**src/rtl/jsv_pkg.sv**
```systemverilog
// Shared types, codes and the literal spelling table for the JSON syntax validator.
package jsv_pkg;

	// Character classes that the front end attaches to each byte.
	typedef enum logic [3:0] {
		C_OTHER  = 4'd0,
		C_WS     = 4'd1,
		C_NL     = 4'd2,
		C_LBRACE = 4'd3,
		C_LBRACK = 4'd4,
		C_RBRACE = 4'd5,
		C_RBRACK = 4'd6,
		C_QUOTE  = 4'd7,
		C_COLON  = 4'd8,
		C_COMMA  = 4'd9,
		C_DOT    = 4'd10,
		C_BSLASH = 4'd11,
		C_ZERO   = 4'd12,
		C_DIGIT  = 4'd13,
		C_T      = 4'd14,
		C_F      = 4'd15
	} cls_t;

	// One queued byte with its class.
	typedef struct packed {
		logic [7:0] ch;
		logic       last;
		cls_t       cls;
	} q_item_t;

	localparam logic [1:0] ST_PEND  = 2'd0;
	localparam logic [1:0] ST_VALID = 2'd1;
	localparam logic [1:0] ST_ERR   = 2'd2;

	localparam int STATUS_W = 2;
	localparam int POS_W    = 25;
	localparam int DEPTH_W  = 7;
	localparam int TDATA_W  = 40;

	localparam logic KIND_OBJ = 1'b1;
	localparam logic KIND_ARR = 1'b0;

	// One result transaction.
	typedef struct packed {
		logic [DEPTH_W-1:0]  depth;
		logic [POS_W-1:0]    pos;
		logic [STATUS_W-1:0] status;
	} res_t;

	// Spelling of "true" (steps 0..3) and "false" without its f (steps 4..7).
	function automatic logic [7:0] lit_char(input logic [2:0] step);
		logic [7:0] c;
		case (step)
			3'd0: c = 8'h74;
			3'd1: c = 8'h72;
			3'd2: c = 8'h75;
			3'd3: c = 8'h65;
			3'd4: c = 8'h61;
			3'd5: c = 8'h6C;
			3'd6: c = 8'h73;
			3'd7: c = 8'h65;
			default: c = 8'h00;
		endcase
		return c;
	endfunction

endpackage

```
**src/rtl/jsv_ram.sv**
```systemverilog
// Generic single-write, single-read RAM with registered read data.
module jsv_ram #(
	parameter int WIDTH = 1,
	parameter int DEPTH = 64
) (
	input  logic                     clk,
	input  logic                     we,
	input  logic [$clog2(DEPTH)-1:0] waddr,
	input  logic [WIDTH-1:0]         wdata,
	input  logic [$clog2(DEPTH)-1:0] raddr,
	output logic [WIDTH-1:0]         rdata
);

	logic [WIDTH-1:0] mem_q [DEPTH];

	always_ff @(posedge clk) begin
		if (we) begin
			mem_q[waddr] <= wdata;
		end
		rdata <= mem_q[raddr];
	end

endmodule

```
**src/rtl/jsv_front.sv**
```systemverilog
// Front end: accepts input transactions, classifies each byte and queues it for the parser.
module jsv_front (
	input  logic                clk,
	input  logic                arst_n,
	input  logic                s_tvalid,
	output logic                s_tready,
	input  logic [7:0]          s_tdata,
	input  logic                s_tlast,
	output logic                q_valid,
	output jsv_pkg::q_item_t    q_item,
	input  logic                q_pop
);

	localparam logic [7:0] CH_TAB    = 8'h09;
	localparam logic [7:0] CH_NL     = 8'h0A;
	localparam logic [7:0] CH_CR     = 8'h0D;
	localparam logic [7:0] CH_SPACE  = 8'h20;
	localparam logic [7:0] CH_QUOTE  = 8'h22;
	localparam logic [7:0] CH_COMMA  = 8'h2C;
	localparam logic [7:0] CH_DOT    = 8'h2E;
	localparam logic [7:0] CH_ZERO   = 8'h30;
	localparam logic [7:0] CH_ONE    = 8'h31;
	localparam logic [7:0] CH_NINE   = 8'h39;
	localparam logic [7:0] CH_COLON  = 8'h3A;
	localparam logic [7:0] CH_LBRACK = 8'h5B;
	localparam logic [7:0] CH_BSLASH = 8'h5C;
	localparam logic [7:0] CH_RBRACK = 8'h5D;
	localparam logic [7:0] CH_F      = 8'h66;
	localparam logic [7:0] CH_T      = 8'h74;
	localparam logic [7:0] CH_LBRACE = 8'h7B;
	localparam logic [7:0] CH_RBRACE = 8'h7D;

	jsv_pkg::cls_t    cls;
	jsv_pkg::q_item_t slot_q [2];
	logic             wr_q;
	logic             rd_q;
	logic [1:0]       cnt_q;
	logic             push;

	always_comb begin
		case (s_tdata) inside
			CH_TAB, CH_CR, CH_SPACE: cls = jsv_pkg::C_WS;
			CH_NL:                   cls = jsv_pkg::C_NL;
			CH_LBRACE:               cls = jsv_pkg::C_LBRACE;
			CH_LBRACK:               cls = jsv_pkg::C_LBRACK;
			CH_RBRACE:               cls = jsv_pkg::C_RBRACE;
			CH_RBRACK:               cls = jsv_pkg::C_RBRACK;
			CH_QUOTE:                cls = jsv_pkg::C_QUOTE;
			CH_COLON:                cls = jsv_pkg::C_COLON;
			CH_COMMA:                cls = jsv_pkg::C_COMMA;
			CH_DOT:                  cls = jsv_pkg::C_DOT;
			CH_BSLASH:               cls = jsv_pkg::C_BSLASH;
			CH_ZERO:                 cls = jsv_pkg::C_ZERO;
			[CH_ONE:CH_NINE]:        cls = jsv_pkg::C_DIGIT;
			CH_T:                    cls = jsv_pkg::C_T;
			CH_F:                    cls = jsv_pkg::C_F;
			default:                 cls = jsv_pkg::C_OTHER;
		endcase
	end

	assign s_tready = (cnt_q != 2'd2);
	assign push     = s_tvalid && s_tready;
	assign q_valid  = (cnt_q != 2'd0);
	assign q_item   = slot_q[rd_q];

	always_ff @(posedge clk) begin
		if (push) begin
			slot_q[wr_q] <= '{ch: s_tdata, last: s_tlast, cls: cls};
		end
	end

	always_ff @(posedge clk or negedge arst_n) begin
		if (!arst_n) begin
			wr_q  <= 1'b0;
			rd_q  <= 1'b0;
			cnt_q <= 2'd0;
		end else begin
			if (push) begin
				wr_q <= ~wr_q;
			end
			if (q_pop) begin
				rd_q <= ~rd_q;
			end
			cnt_q <= cnt_q + {1'b0, push} - {1'b0, q_pop};
		end
	end

endmodule

```
**src/rtl/jsv_back.sv**
```systemverilog
// Back end: the syntax state machine, nesting stack and result register.
module jsv_back #(
	parameter int MAX_NEST = 64,
	parameter int POS_BITS = 24
) (
	input  logic                   clk,
	input  logic                   arst_n,
	input  logic                   cfg_we,
	input  logic [6:0]             cfg_wdata,
	input  logic                   q_valid,
	input  jsv_pkg::q_item_t       q_item,
	output logic                   q_pop,
	output logic                   res_valid,
	input  logic                   res_ready,
	output jsv_pkg::res_t          res
);

	localparam int LVL_W = $clog2(MAX_NEST + 1);
	localparam int AW    = $clog2(MAX_NEST);
	localparam int CMP_W = (LVL_W > 7) ? LVL_W : 7;
	localparam int CNT_W = POS_BITS + 1;
	localparam logic [CNT_W-1:0] POS_LIMIT = CNT_W'(1) << POS_BITS;

	typedef enum logic [10:0] {
		M_START    = 11'b000_0000_0001,
		M_KEY_OPEN = 11'b000_0000_0010,
		M_KEY_STR  = 11'b000_0000_0100,
		M_COLON    = 11'b000_0000_1000,
		M_VALUE    = 11'b000_0001_0000,
		M_VAL_STR  = 11'b000_0010_0000,
		M_LIT      = 11'b000_0100_0000,
		M_INT      = 11'b000_1000_0000,
		M_FRAC     = 11'b001_0000_0000,
		M_AFTER    = 11'b010_0000_0000,
		M_DONE     = 11'b100_0000_0000
	} mode_t;

	mode_t            mode_q, mode_n, av_mode;
	logic [6:0]       max_depth_q;
	logic [LVL_W-1:0] level_q, level_n, lvl_next;
	logic [CNT_W-1:0] cnt_q, cnt_n, cnt1;
	logic             pb_q, pb_n;
	logic [2:0]       lit_q, lit_n;
	logic             err_q, err_n;
	logic             top_q, below_q, use_reg_q;
	logic             below, obj_top, room;
	logic             ok, push, push_obj, pop, av_ok, av_pop;
	logic             fire, apply, push_en, pop_en;
	logic             ws, digit;
	logic             ram_rdata;
	jsv_pkg::cls_t    cls;

	assign cls   = q_item.cls;
	assign ws    = (cls == jsv_pkg::C_WS) || (cls == jsv_pkg::C_NL);
	assign digit = (cls == jsv_pkg::C_ZERO) || (cls == jsv_pkg::C_DIGIT);

	// The kind of the open level lives in top_q; the one beneath comes from the RAM,
	// except right after a push, when the RAM read data does not yet hold the value just written.
	assign below   = use_reg_q ? below_q : ram_rdata;
	assign obj_top = (level_q != '0) && (top_q == jsv_pkg::KIND_OBJ);
	assign room    = (CMP_W'(level_q) < CMP_W'(max_depth_q)) && (level_q < LVL_W'(MAX_NEST));

	// Byte after a complete value: white space, separator or matching closer.
	always_comb begin
		av_ok   = 1'b0;
		av_pop  = 1'b0;
		av_mode = M_AFTER;
		if (ws) begin
			av_ok = 1'b1;
		end else if (cls == jsv_pkg::C_COMMA) begin
			av_ok   = 1'b1;
			av_mode = obj_top ? M_KEY_OPEN : M_VALUE;
		end else if ((cls == jsv_pkg::C_RBRACE && obj_top) ||
		             (cls == jsv_pkg::C_RBRACK && !obj_top)) begin
			av_ok   = 1'b1;
			av_pop  = (level_q != '0);
			av_mode = (level_q <= LVL_W'(1)) ? M_DONE : M_AFTER;
		end
	end

	always_comb begin
		ok       = 1'b0;
		mode_n   = mode_q;
		push     = 1'b0;
		push_obj = 1'b0;
		pop      = 1'b0;
		pb_n     = pb_q;
		lit_n    = lit_q;
		case (mode_q)
			M_START: begin
				if (ws) begin
					ok = 1'b1;
				end else if (cls == jsv_pkg::C_LBRACE) begin
					push     = 1'b1;
					push_obj = 1'b1;
				end else if (cls == jsv_pkg::C_LBRACK) begin
					push = 1'b1;
				end
			end
			M_KEY_OPEN: begin
				if (ws) begin
					ok = 1'b1;
				end else if (cls == jsv_pkg::C_QUOTE) begin
					ok     = 1'b1;
					pb_n   = 1'b0;
					mode_n = M_KEY_STR;
				end
			end
			M_KEY_STR, M_VAL_STR: begin
				if (cls != jsv_pkg::C_NL) begin
					ok = 1'b1;
					if (cls == jsv_pkg::C_QUOTE && !pb_q) begin
						mode_n = (mode_q == M_KEY_STR) ? M_COLON : M_AFTER;
					end else begin
						pb_n = (cls == jsv_pkg::C_BSLASH);
					end
				end
			end
			M_COLON: begin
				if (ws) begin
					ok = 1'b1;
				end else if (cls == jsv_pkg::C_COLON) begin
					ok     = 1'b1;
					mode_n = M_VALUE;
				end
			end
			M_VALUE: begin
				if (ws) begin
					ok = 1'b1;
				end else if (cls == jsv_pkg::C_LBRACE) begin
					push     = 1'b1;
					push_obj = 1'b1;
				end else if (cls == jsv_pkg::C_LBRACK) begin
					push = 1'b1;
				end else if (cls == jsv_pkg::C_QUOTE) begin
					ok     = 1'b1;
					pb_n   = 1'b0;
					mode_n = M_VAL_STR;
				end else if (cls == jsv_pkg::C_T || cls == jsv_pkg::C_F) begin
					ok     = 1'b1;
					lit_n  = (cls == jsv_pkg::C_T) ? 3'd1 : 3'd4;
					mode_n = M_LIT;
				end else if (cls == jsv_pkg::C_ZERO) begin
					ok     = 1'b1;
					mode_n = M_AFTER;
				end else if (cls == jsv_pkg::C_DIGIT) begin
					ok     = 1'b1;
					mode_n = M_INT;
				end
			end
			M_LIT: begin
				if (q_item.ch == jsv_pkg::lit_char(lit_q)) begin
					ok = 1'b1;
					if (lit_q == 3'd3 || lit_q == 3'd7) begin
						lit_n  = 3'd0;
						mode_n = M_AFTER;
					end else begin
						lit_n = lit_q + 3'd1;
					end
				end
			end
			M_INT: begin
				if (digit) begin
					ok = 1'b1;
				end else if (cls == jsv_pkg::C_DOT) begin
					ok     = 1'b1;
					mode_n = M_FRAC;
				end else begin
					ok     = av_ok;
					pop    = av_pop;
					mode_n = av_mode;
				end
			end
			M_FRAC: begin
				if (digit) begin
					ok = 1'b1;
				end else begin
					ok     = av_ok;
					pop    = av_pop;
					mode_n = av_mode;
				end
			end
			M_AFTER: begin
				ok     = av_ok;
				pop    = av_pop;
				mode_n = av_mode;
			end
			M_DONE: begin
				ok = ws;
			end
			default: begin
				ok = 1'b0;
			end
		endcase
		if (push) begin
			ok     = room;
			mode_n = push_obj ? M_KEY_OPEN : M_VALUE;
		end
	end

	assign fire    = q_valid && (!res_valid || res_ready);
	assign q_pop   = fire;
	assign apply   = !err_q && ok;
	assign push_en = apply && push;
	assign pop_en  = apply && pop;
	assign cnt1    = (cnt_q < POS_LIMIT) ? cnt_q + CNT_W'(1) : cnt_q;

	always_comb begin
		err_n = err_q;
		cnt_n = cnt_q;
		if (!err_q) begin
			cnt_n = cnt1;
			if (!ok) begin
				err_n = 1'b1;
			end else if (q_item.last && mode_n != M_DONE) begin
				// Document ended early: the position points one past its end.
				err_n = 1'b1;
				cnt_n = (cnt1 < POS_LIMIT) ? cnt1 + CNT_W'(1) : cnt1;
			end
		end
		level_n = level_q + LVL_W'(push_en) - LVL_W'(pop_en);
	end

	assign lvl_next = !fire ? level_q : (q_item.last ? '0 : level_n);

	jsv_ram #(
		.WIDTH(1),
		.DEPTH(MAX_NEST)
	) u_stack (
		.clk   (clk),
		.we    (fire && push_en && level_q != '0),
		.waddr (AW'(level_q - LVL_W'(1))),
		.wdata (top_q),
		.raddr (AW'(lvl_next - LVL_W'(2))),
		.rdata (ram_rdata)
	);

	always_ff @(posedge clk) begin
		if (fire) begin
			res.status <= err_n ? jsv_pkg::ST_ERR :
			              (q_item.last ? jsv_pkg::ST_VALID : jsv_pkg::ST_PEND);
			res.pos    <= err_n ? jsv_pkg::POS_W'(cnt_n) : '0;
			res.depth  <= jsv_pkg::DEPTH_W'(level_n);
			if (push_en) begin
				top_q   <= push_obj;
				below_q <= top_q;
			end else if (pop_en) begin
				top_q <= below;
			end
		end
	end

	always_ff @(posedge clk or negedge arst_n) begin
		if (!arst_n) begin
			mode_q      <= M_START;
			level_q     <= '0;
			cnt_q       <= '0;
			pb_q        <= 1'b0;
			lit_q       <= 3'd0;
			err_q       <= 1'b0;
			use_reg_q   <= 1'b0;
			res_valid   <= 1'b0;
			max_depth_q <= 7'd64;
		end else begin
			if (cfg_we) begin
				max_depth_q <= cfg_wdata;
			end
			use_reg_q <= fire && push_en;
			if (fire) begin
				res_valid <= 1'b1;
			end else if (res_ready) begin
				res_valid <= 1'b0;
			end
			if (fire) begin
				if (q_item.last) begin
					mode_q  <= M_START;
					level_q <= '0;
					cnt_q   <= '0;
					pb_q    <= 1'b0;
					lit_q   <= 3'd0;
					err_q   <= 1'b0;
				end else begin
					err_q   <= err_n;
					cnt_q   <= cnt_n;
					level_q <= level_n;
					if (apply) begin
						mode_q <= mode_n;
						pb_q   <= pb_n;
						lit_q  <= lit_n;
					end
				end
			end
		end
	end

endmodule

```
**src/rtl/json_syntax_validator.sv**
```systemverilog
// Each accepted byte is registered in the queue, and its result then in the result register.
// Throughput: one byte per cycle while the result register is not blocked; the parser state and
// the top-of-stack register feed back with no wait state, and the stack RAM read is registered and addressed ahead.
// The input stalls only when the two-entry queue is full behind a stalled output.
// Reset clears all control state and sets the depth limit to 64; the stack RAM needs no clearing.
// Top level of the JSON syntax validator.
module json_syntax_validator #(
	parameter int MAX_NEST = 64,
	parameter int POS_BITS = 24
) (
	input  logic        clk,
	input  logic        arst_n,
	input  logic        cfg_we,
	input  logic [6:0]  cfg_wdata,    // max_depth
	input  logic        s_tvalid,
	output logic        s_tready,
	input  logic [7:0]  s_tdata,      // ch
	input  logic        s_tlast,
	output logic        m_tvalid,
	input  logic        m_tready,
	output logic [39:0] m_tdata       // status[1:0], error_position[26:2], depth[33:27], zeros
);

	logic             q_valid;
	logic             q_pop;
	jsv_pkg::q_item_t q_item;
	jsv_pkg::res_t    res;

	jsv_front u_front (
		.clk      (clk),
		.arst_n   (arst_n),
		.s_tvalid (s_tvalid),
		.s_tready (s_tready),
		.s_tdata  (s_tdata),
		.s_tlast  (s_tlast),
		.q_valid  (q_valid),
		.q_item   (q_item),
		.q_pop    (q_pop)
	);

	jsv_back #(
		.MAX_NEST(MAX_NEST),
		.POS_BITS(POS_BITS)
	) u_back (
		.clk       (clk),
		.arst_n    (arst_n),
		.cfg_we    (cfg_we),
		.cfg_wdata (cfg_wdata),
		.q_valid   (q_valid),
		.q_item    (q_item),
		.q_pop     (q_pop),
		.res_valid (m_tvalid),
		.res_ready (m_tready),
		.res       (res)
	);

	assign m_tdata = {(jsv_pkg::TDATA_W - $bits(res))'(0), res};

	// An error position always counts at least one byte, so it is never zero.
	a_err_pos: assert property (@(posedge clk) disable iff (!arst_n)
		m_tvalid && res.status == jsv_pkg::ST_ERR |-> res.pos != '0)
		else $error("error result with zero position");

	// Pending and valid results carry no position.
	a_ok_pos: assert property (@(posedge clk) disable iff (!arst_n)
		m_tvalid && res.status != jsv_pkg::ST_ERR |-> res.pos == '0)
		else $error("position on a non-error result");

	// The parser takes a queued byte only when the result register can take its result.
	a_pop: assert property (@(posedge clk) disable iff (!arst_n)
		q_pop |-> q_valid && (!m_tvalid || m_tready))
		else $error("queue popped while the result register is blocked");

endmodule

```
**config.mk**
```make
export PLATFORM = sky130hd
export DESIGN_NAME = json_syntax_validator
export DESIGN_NICKNAME = d
export VERILOG_FILES = /design/src/rtl/jsv_pkg.sv /design/src/rtl/jsv_ram.sv /design/src/rtl/jsv_front.sv /design/src/rtl/jsv_back.sv /design/src/rtl/json_syntax_validator.sv
export SDC_FILE = /design/constraint.sdc
export NUM_CORES = 1
export LEC_CHECK = 0
export BUFFER_PORTS_ARGS = -buffer_cell sky130_fd_sc_hd__buf_2
export CAP_MARGIN = 20
export CORE_MARGIN = 2
export CORE_UTILIZATION = 55
export CTS_CLUSTER_SIZE = 30
export DETAILED_ROUTE_END_ITERATION = 12
export PLACE_DENSITY = 0.76
export SKIP_LAST_GASP = 1
export SLEW_MARGIN = 40
export SYNTH_ARGS = -nofsm -noshare
export SYNTH_HDL_FRONTEND = slang
export SYNTH_SLANG_ARGS = --single-unit
```
**constraint.sdc**
```tcl
create_clock -name clk -period 7.79 [get_ports clk]
set_input_delay 1.1685 -clock clk [delete_from_list [all_inputs] [get_ports clk]]
set_output_delay 1.1685 -clock clk [all_outputs]
set_load 0.005 [all_outputs]
```
==> run metrics, run 1 <==
status=complete, no violations; Final Hold Vio Count=0; die width=150 um; Worst Max-Slew Pin Slew=0.877 ns; Max clock buf depth=2; initial antenna violation count=0; Synth-to-Final Area Change=8.88%; GR Util met3=3.84%; share of cells above drive strength 1=12.0%; Total GRT Usage=27.2%; post-synthesis xor/xnor area fraction=4.73%; Final WS setup=1.09 ns; drt pass-1 iters=6; top cell type's share of synthesized area=32.5%; Synth Area per Inst=9.38 sq um; CTS buffer count=17; Post-Synth Adder-Cell Area=3.50%; Slew Limit Fails=0; largest net degree at the start of global routing=71; Max-Cap Viols=0; WP data arrival=7.03 ns; post-synthesis mux area share=2.30%; Slew HR=41.5%; Fillers=1769; compound-gate portion of the synthesized area=15.6%; Synth area leaders=edfxtp_1 32%, dfrtp_1 13%, nand2_1 5.3%; Post-route DRC=0; WHS=0.513 ns; clock latency on the worst-skew pair=0.44 ns; Core Rows=53; Synth Area in Simple Gates=23.6%; sequential element share of the synthesized area=45.8%; setup skew after layout=0.0103 ns; CP Capture Type=flop; core area=20900 sq um; crit-path max FO=19; Detail Route Antenna Nets=0; placed cell area=12100 sq um; VDD IR max=0.242 mV; root buf cell=clkbuf_16; met2 usage=43.4%; detailed placer's ending HPWL=20.5 mm; Clk pin slew, worst setup/hold paths=0.08 ns; dpl cells=1516; die area=22400 sq um; gr busiest metal=met2; Static Leak=4.69 nW; drt wl/cell=19.1 um; GR Util met1=37.8%; Yosys cell types=97; via count of the first global-routing pass=9123; Layout Cells excl Fill=1548; final WL=29.5 mm; Post-CTS Setup Inserts=0; H-tree level count=4; post-cts gate resize count=0; fin crit share=86.1%; routability cong.=0.962; RSZ-0062 raised after global routing=no; DR iter-0 viols=1036; pre-CTS WS=1.00 ns; Initial Util=55.8%; Post-synth EDFFs=126; commonest non-fill, non-tap cells in the layout=166 x nand2_1, 140 x nor2_1, 126 x edfxtp_1; final setup fails=0; first-pass GRT wire length=47.8 mm; PwrDens=249 nW/um^2; post-synthesis cell area=11700 sq um; Final #Nets=1313; Primary FF master, synth=edfxtp_1; number of vias per cell=6.27; commonest non-fill, non-tap cell in the layout=nand2_1; critical path class=reg -> reg; total global routing overflow=0; Synth Register Bits=188; num ports=63; Sink Count=188; CP Launch Type=flop; Die Y=150 um; YS warnings=0; Finished Cell Area=12700 sq um; Syn Inst Count=1242; Worst EP required=8.12 ns; crit path time final=6.70 ns; async set or reset register ratio after synthesis=32.4%; n_diodes=0; # port buffers=56; combinational family with the most area after synthesis=simple AND/OR/NAND/NOR gates; hold_buf cts=0; vias=9711; TNS Setup=0 ns; r2r setup slk=1.09 ns; hold crit path type=reg -> reg; Max Clock Freq=149 MHz; CTS tree=done; dominant cell type by area after synthesis=edfxtp_1
## final cells by class
class                   instances  area (sq um)  share of cell area (%)
flip-flops and latches        188          5330                    42.0
well taps                     275           344                    2.71
clock buffers                  17           425                    3.35
inverters                      45           169                    1.33
clock inverters                15           195                    1.54
repair buffers                 68           374                    2.95
multi-input cells             940          5850                    46.1
## per-layer routing
layer	vias up	wire, um	part of all wire, %
met3	72	2070	7.0
met2	447	13800	47
li1	4553	-	-
met4	0	842	2.9
met1	4639	12800	43
met5	-	0	0
## cells by family (layout without fill, tap and decap cells)
family / count (synthesis) / count (layout)
multiplexers: 21 / 21
buffers and inverters: 119 / 145
flip-flops: 188 / 188
XOR/XNOR: 63 / 63
AND/OR/NAND/NOR: 551 / 551
other: 1 / 6
AO/OA/AOI/OAI: 267 / 267
adder cells (fa/ha/maj): 32 / 32
## state kept, by name, summed over array words and instances (netlist names), 2 cells and up
signal / cells
u_front.slot_q: 26
u_back.max_depth_q: 7
u_back.mode_q: 11
u_back.level_q: 7
u_front.cnt_q: 2
u_back.u_stack.mem_q: 64
u_back.cnt_q: 25
u_back.res: 34
u_back.lit_q: 3
## synthesized netlist by cell type (10+ instances only)
library cell	n
a21o_1	10
xor2_1	26
o31ai_1	14
nand3_1	40
a21oi_1	53
o21ai_1	13
nor2_1	141
mux2i_1	11
nand4_1	17
a31oi_1	25
edfxtp_1	126
clkbuf_1	40
xnor2_1	37
nand2_1	166
and3_1	33
or3_1	21
dfrtp_1	59
nand2b_1	13
buf_2	18
o21ai_0	61
nor4_1	11
inv_1	43
ha_1	31
nor3_1	31
## through the flow
stage	util (%)	power, mW
2_1_floorplan	-	1.96
3_5_place_dp	57.7	2.27
4_1_cts	60.7	3.15
3_3_place_gp	57.7	2.24
6_report	60.7	3.15
5_1_grt	60.7	3.32
## path summary, 6_finish.rpt
path,startpoint,end,depth (start not counted)
worst max-delay path,u_back.mode_q[2],u_back.u_stack.rdata,21
worst min register to register,u_front.wr_q,u_front.wr_q,1
max in group asynchronous,arst_n,u_front.rd_q,2
worst max register to register,u_back.mode_q[2],u_back.u_stack.rdata,21
min in group asynchronous,arst_n,u_back.lit_q[1],2
worst min-delay path,u_front.wr_q,u_front.wr_q,1
## worst max-delay path, cell delays in order, from the launching register on
cell	delay [ns]
dfrtp_1	0.51
nor3_2	0.55
nand3_1	0.13
or4_1	0.58
a221oi_1	0.42
o2111ai_1	0.35
nand2_1	0.45
nor2_1	0.11
ha_1	0.29
inv_1	0.04
ha_1	0.21
fa_1	0.52
nand2_1	0.05
o21ai_1	0.07
buf_4	0.25
clkinv_1	0.47
ha_1	0.41
xor2_1	0.37
mux4_2	0.37
mux2_2	0.27
nor2_1	0.09
a21oi_1	0.05
## where the power goes
part,switching (mW),leakage (nW),internal [mW]
registers,0.0884,2.01,1.22
logic,0.648,2.39,0.308
clock network,0.449,0.295,0.440
Note: power is estimated with default switching activity, not from simulation.
==> run 2, diff against run 1 <==
--- a/config.mk
+++ b/config.mk
@@ -11,9 +11,11 @@
 export CORE_UTILIZATION = 55
 export CTS_CLUSTER_SIZE = 30
 export DETAILED_ROUTE_END_ITERATION = 12
+export GPL_TIMING_DRIVEN = 0
 export PLACE_DENSITY = 0.76
 export SKIP_LAST_GASP = 1
 export SLEW_MARGIN = 40
 export SYNTH_ARGS = -nofsm -noshare
 export SYNTH_HDL_FRONTEND = slang
+export SYNTH_HIERARCHICAL = 1
 export SYNTH_SLANG_ARGS = --single-unit
==> constraint.sdc (replaced) <==
create_clock -name clk -period 6.8 [get_ports clk]
set_input_delay 1.02 -clock clk [delete_from_list [all_inputs] [get_ports clk]]
set_output_delay 1.02 -clock clk [all_outputs]
set_load 0.005 [all_outputs]
==> run metrics, run 2 <==
status=complete, no violations; dominant cell type by area after synthesis=edfxtp_1; combinational family with the most area after synthesis=simple AND/OR/NAND/NOR gates; WP data arrival=6.80 ns (-0.23 ns); Finished Cell Area=13300 sq um (+4.9%); Synth-to-Final Area Change=12.6%; post-layout util=63.1% (+2.4 points); CP max stage delay=0.46 ns (-0.12 ns); crit path time final=6.48 ns (-0.224 ns); hold crit path type=in -> async; Post-synth EDFFs=126 (unchanged); Buf+Inv Stages, Crit Path=7 (+4); Detail Route Antenna Nets=0 (unchanged); CTS buffer count=17 (unchanged); # port buffers=56 (unchanged); Clk pin slew, worst setup/hold paths=0.08 ns (about the same); multi-input logic area=5990 sq um (+2.4%); placed cell area=12600 sq um (+4.3%); critical path class=reg -> reg; Max-Cap Viols=0 (unchanged); sequential element share of the synthesized area=45.1% (-0.63 points); Power, Total=4.79 mW (+52%); routability cong.=0.999 (+3.8%); most instantiated library cell after synthesis=nor2_1; largest net degree at the start of global routing=38 (-46%); H-tree level count=4 (unchanged); Reg with most FFs=u_back/u_stack/mem_q; Max Clock Freq=154 MHz (+3.5%); n_diodes=0 (unchanged); DR WL met2=15.2 mm (+9.7%); max reg flops=64 (unchanged); Static Leak=4.92 nW (+5.1%); Worst EP required=7.12 ns (-1.00 ns); r2r setup slk=0.32 ns (-0.77 ns); Slew Limit Fails=0 (unchanged); detailed placer's ending HPWL=23.5 mm (+15%); Worst Max-Slew Pin Slew=0.919 ns (+0.0420 ns); drt pass-1 iters=5 (-1); clock latency on the worst-skew pair=0.45 ns (about the same); Synth Area in Simple Gates=22.3% (-1.2 points); initial antenna violation count=0 (unchanged); Initial Util=56.0% (+0.25 points); Top Layer Used=met4; final setup fails=0 (unchanged); Post-route DRC=0 (unchanged); commonest non-fill, non-tap cell in the layout=nor2_1; commonest non-fill, non-tap cells in the layout=133 x nor2_1, 126 x edfxtp_1, 110 x nand2_1; compound-gate portion of the synthesized area=13.8% (-1.9 points); YS warnings=6 (+6); Worst R2R Start=u_front/rd_q; top cell type's share of synthesized area=32.0% (-0.45 points); Synth area leaders=edfxtp_1 32%, dfrtp_1 12%, nor2_1 4.3%; VDD IR max=0.253 mV (+4.4%); post-synthesis mux area share=5.82% (+3.5 points); Slew HR=38.4% (-3.1 points); post-synthesis xor/xnor area fraction=4.30% (-0.44 points); final WL=33.0 mm (+12%); Die Y=151 um (+0.68%); num ports=63 (unchanged); cell count of the worst reg-to-reg path=25 (+19%); DR iter-0 viols=1057 (+2.0%); share of cells above drive strength 1=15.0% (+3.0 points); via count of the first global-routing pass=9421 (+3.3%); Synth Area per Inst=9.95 sq um (+6.0%); root buf cell=clkbuf_16; hold_buf cts=0 (unchanged); pre-CTS WS=-0.142 ns (-1.15 ns); Final Hold Vio Count=0 (unchanged); first-pass GRT wire length=52.1 mm (+9.0%); Total GRT Usage=29.9% (+2.7 points); async set or reset register ratio after synthesis=32.4% (unchanged); die width=151 um (+0.68%); setup skew after layout=0.0154 ns (+0.00511 ns); CP Launch Type=flop; TNS Setup=0 ns (unchanged); drt wl/cell=21.1 um (+10%); Core Rows=53 (unchanged); Sink Count=188 (unchanged); metal1 wirelength=14.1 mm (+11%); Final WS setup=0.320 ns (-0.766 ns); delay-heaviest family, CP=compound AO/OA/AOI/OAI gates; Post-Synth Adder-Cell Area=3.66% (+0.16 points); Register Area=5330 sq um (about the same); PwrDens=360 nW/um^2 (+45%); total global routing overflow=0 (unchanged); Fillers=1775 (+0.34%); post-synthesis cell area=11800 sq um (+1.4%); Synth Register Bits=188 (unchanged); vias=9984 (+2.8%); Yosys cell types=99 (+2.1%); crit path max-delay cell type=dfrtp_1; CP Capture Type=flop; Max clock buf depth=2 (unchanged); biggest regs=u_back/u_stack/mem_q: 64 flops, u_back/res: 34 flops, u_front/slot_q: 26 flops; Final #Nets=1331 (+1.4%); most instantiated cells after synthesis=134 x nor2_1, 126 x edfxtp_1, 110 x nand2_1, 76 x o21ai_0, 59 x dfrtp_1; Met3 Routed Length=2.52 mm (+22%); RR Endpoint=u_back/u_stack/rdata; fin crit share=95.3% (+9.2 points); Primary FF master, synth=edfxtp_1; number of vias per cell=6.38 (+1.8%); die area=22700 sq um (+1.4%); core area=21100 sq um (+0.95%); crit-path max FO=10 (-9); Syn Inst Count=1188 (-4.3%); CTS tree=done
## run 2: routing by layer
| layer | vias to the layer above | global-route usage, % |
|---|---|---|
| li1 | 4593 | - |
| met1 | 4787 | 42.8 |
| met2 | 531 | 47.0 |
| met3 | 73 | 3.70 |
| met4 | 0 | 11.3 |
| met5 | - | 0 |
## run 2: stage by stage
step,hold slack [ns],std cells
after global routing,0.436,1564
after global placement,0.477,1524
after floorplan,0.461,1193
after detailed placement,0.501,1530
after CTS,0.419,1562
final,0.422,1564
## run 2: cells by family after synthesis
family          Yosys count
xor+xnor                 58
simple gates            498
buf+inv                 124
compound gates          240
flops                   188
other cells               1
fa+ha+maj                34
mux                      45
## run 2: area by class of cell
type	instances	area share, %
flip-flops and latches	188	40.1
multi-input cells	881	45.0
clock buffers	17	3.20
clock inverters	15	1.73
well taps	275	2.59
plain buffers	79	3.17
inverters	45	1.29
repair buffers	64	2.96
## run 2: worst reg2reg max path: stages, from the launching register on
cell	delay (ns)
dfrtp_1	0.46
clkbuf_4	0.24
mux2_2	0.34
clkbuf_1	0.34
clkbuf_1	0.40
a22oi_1	0.15
o21ai_0	0.45
a2111oi_4	0.20
a31oi_4	0.29
nand2_1	0.10
nor4_2	0.33
ha_1	0.28
inv_1	0.06
ha_1	0.16
inv_1	0.06
fa_1	0.42
xor2_2	0.29
a31oi_2	0.17
ha_1	0.32
inv_1	0.14
buf_4	0.23
mux4_2	0.32
mux2i_1	0.18
mux2i_1	0.13
a211oi_2	0.22
a21oi_1	0.07
## run 2: worst max path at each step
| stage | from | to | slack, ns | cells after the start |
|---|---|---|---|---|
| after floorplan | u_front/rd_q | u_back/u_stack/rdata | 1.02 | 26 |
| after global placement | u_front/rd_q | u_back/u_stack/rdata | -0.35 | 27 |
| after detailed placement | u_front/rd_q | u_back/u_stack/rdata | -0.14 | 27 |
| after CTS | u_front/rd_q | u_back/u_stack/rdata | 0.04 | 27 |
| after global routing | u_front/rd_q | u_back/u_stack/rdata | -0.009 | 25 |
| final | u_front/rd_q | u_back/u_stack/rdata | 0.32 | 25 |
## run 2: power by group
group	switching, mW	internal, mW
clock	0.568	0.528
combinational	1.42	0.719
sequential	0.101	1.46
## run 2: what timing repair did
action | 4_1_cts | 5_1_grt
gates cloned | 0 | 0
endpoints found under the setup margin | 1 | 1
buffers inserted | 0 | 2
gates resized for setup | 1 | 9
==> run 3, diff against run 2 <==
--- a/config.mk
+++ b/config.mk
@@ -7,12 +7,14 @@
 export LEC_CHECK = 0
 export BUFFER_PORTS_ARGS = -buffer_cell sky130_fd_sc_hd__buf_2
 export CAP_MARGIN = 20
+export CELL_PAD_IN_SITES_DETAIL_PLACEMENT = 2
+export CELL_PAD_IN_SITES_GLOBAL_PLACEMENT = 2
 export CORE_MARGIN = 2
-export CORE_UTILIZATION = 55
+export CORE_UTILIZATION = 41
 export CTS_CLUSTER_SIZE = 30
 export DETAILED_ROUTE_END_ITERATION = 12
 export GPL_TIMING_DRIVEN = 0
-export PLACE_DENSITY = 0.76
+export PLACE_DENSITY = 0.84
 export SKIP_LAST_GASP = 1
 export SLEW_MARGIN = 40
 export SYNTH_ARGS = -nofsm -noshare
==> run metrics, run 3 (synthesized netlist as in run 2, its figures left out) <==
status=complete, no violations; total global routing overflow=0 (unchanged); DR iter-0 viols=736 (-30%); commonest non-fill, non-tap cell in the layout=nor2_1; Static Leak=4.93 nW (about the same); Final #Nets=1330 (-0.075%); Max-Cap Viols=0 (unchanged); Power, Total=5.04 mW (+5.2%); drt pass-1 iters=5 (unchanged); setup skew after layout=0.0126 ns (-0.00279 ns); die area=30200 sq um (+33%); Synth-to-Final Area Change=13.8%; Initial Util=41.4% (-15 points); number of vias per cell=6.24 (-2.3%); WP data arrival=6.97 ns (+0.17 ns); Final Hold Vio Count=0 (unchanged); commonest non-fill, non-tap cells in the layout=133 x nor2_1, 126 x edfxtp_1, 110 x nand2_1; CTS tree=done; Slew HR=44.2% (+5.8 points); routability cong.=0.909 (-9.0%); RR Endpoint=u_back/u_stack/rdata; clock latency on the worst-skew pair=0.46 ns (about the same); via count of the first global-routing pass=11500 (+22%); Max Clock Freq=150 MHz (-2.5%); Reg with most FFs=u_back/u_stack/mem_q; CTS buffer count=17 (unchanged); hold crit path type=in -> async; Worst Max-Slew Pin Slew=0.825 ns (-0.0932 ns); core area=28500 sq um (+35%); # port buffers=56 (unchanged); Fillers=3049 (+72%); pre-CTS WS=-0.654 ns (-0.513 ns); final WL=45.5 mm (+38%); initial antenna violation count=0 (unchanged); Worst R2R Start=u_back/mode_q[9]; Die Y=174 um (+15%); Slew Limit Fails=0 (unchanged); die width=174 um (+15%); Post-route DRC=0 (unchanged); first-pass GRT wire length=70.1 mm (+34%); biggest regs=u_back/u_stack/mem_q: 64 flops, u_back/res: 34 flops, u_front/slot_q: 26 flops; Final WS setup=0.151 ns (-0.169 ns); cell count of the worst reg-to-reg path=25 (unchanged); post-layout util=47.1% (-16 points); max reg flops=64 (unchanged); hold_buf cts=0 (unchanged); critical path class=reg -> reg; Max clock buf depth=2 (unchanged); Core Rows=62 (+17%); vias=10400 (+4.5%); share of cells above drive strength 1=15.6% (+0.63 points); fin crit share=97.8% (+2.5 points); Clk pin slew, worst setup/hold paths=0.08 ns (about the same); drt wl/cell=27.2 um (+29%); VDD IR max=0.180 mV (-29%); root buf cell=clkbuf_16; CP Launch Type=flop; num ports=63 (unchanged); CP Capture Type=flop; Detail Route Antenna Nets=0 (unchanged); detailed placer's ending HPWL=31.5 mm (+34%); H-tree level count=4 (unchanged); largest net degree at the start of global routing=49 (+29%); crit path time final=6.65 ns (+0.169 ns); PwrDens=375 nW/um^2 (+4.1%); crit-path max FO=10 (unchanged); Worst EP required=7.12 ns (about the same); final setup fails=0 (unchanged); r2r setup slk=0.15 ns (-0.17 ns); Sink Count=188 (unchanged); n_diodes=0 (unchanged); Total GRT Usage=30.3% (+0.38 points)
run 3: cell count changes in the layout (fill, tap and decap cells not counted), moves of 2 or more:
cell	delta
clkinv_8	+3
nor3_2	+4
inv_6	+2
clkbuf_2	+2
nor3_1	-4
inv_12	-4
buf_8	-2
buf_4	+2
clkbuf_1	-3
run 3: worst max path at each step:
stage / slack [ns] / cells past startpoint / to / startpoint
finish: 0.15 / 25 / u_back/u_stack/rdata / u_back/mode_q[9]
global route: -0.09 / 25 / u_back/u_stack/rdata / u_back/mode_q[9]
CTS: 0.10 / 26 / u_back/u_stack/rdata / u_front/rd_q
detailed placement: -0.65 / 26 / u_back/u_stack/rdata / u_front/rd_q
global placement: -0.59 / 23 / u_back/u_stack/rdata / u_back/top_q
floorplan: 1.02 / 26 / u_back/u_stack/rdata / u_front/rd_q
run 3: layout make-up:
class,count,area (sq um),area share [%]
Inverter,45,171,1.27
Multi-Input combinational cell,881,6020,44.8
Sequential cell,188,5330,39.6
Timing Repair Buffer,64,390,2.90
Clock inverter,15,209,1.55
Clock buffer,17,425,3.16
Tap cell,384,480,3.57
Buffer,78,420,3.12
run 3: where the power goes:
part / internal, mW / leakage, nW / total, mW / switching [mW]
clock: 0.512 / 0.303 / 1.09 / 0.577
sequential: 1.46 / 1.98 / 1.59 / 0.126
combinational: 0.730 / 2.64 / 2.37 / 1.64
total: 2.70 / 4.93 / 5.04 / 2.34
run 3: per-stage QoR:
| stage | TNS (ns) | instances | hold slack, ns | instance area (sq um) |
|---|---|---|---|---|
| global route | -0.0879 | 1672 | 0.392 | 13500 |
| finish | 0 | 1672 | 0.399 | 13500 |
| floorplan | 0 | 1193 | 0.461 | 11800 |
| detailed placement | -0.654 | 1638 | 0.515 | 12700 |
| CTS | 0 | 1673 | 0.387 | 13400 |
| global placement | -0.593 | 1633 | 0.476 | 12600 |
run 3: metal layers:
metal / vias to the layer above / GRT usage (%) / routed length (um)
li1: 4567 / - / -
met1: 5409 / 37.1 / 18500
met2: 355 / 53.6 / 23300
met3: 101 / 4.45 / 2070
met4: 0 / 12.3 / 1600
met5: - / 0 / 0
run 3: worst max-delay path: stages, from the launching register on:
cell       delay (ns)
dfrtp_1          0.38
clkbuf_1         0.26
or3_1            0.39
clkbuf_1         0.17
nor2_1           0.44
nand4b_1         0.33
nor3_2           0.39
a2111oi_4        0.11
a31oi_2          0.25
nand2_1          0.12
nor4_2           0.36
ha_1             0.29
inv_1            0.07
ha_1             0.18
inv_1            0.06
fa_1             0.43
xor2_2           0.19
a31oi_2          0.32
ha_1             0.30
inv_1            0.16
buf_4            0.24
mux4_2           0.33
mux2i_1          0.24
mux2i_1          0.17
a211oi_2         0.25
a21oi_1          0.08
run 3: timing repair:
action / in CTS / in global routing
setup endpoints to repair: 1 / 1
buffers inserted: 3 / 0
pin swaps: 2 / 0
cloned: 0 / 0
hold endpoints to repair: 0 / 0
resized for setup: 6 / 13
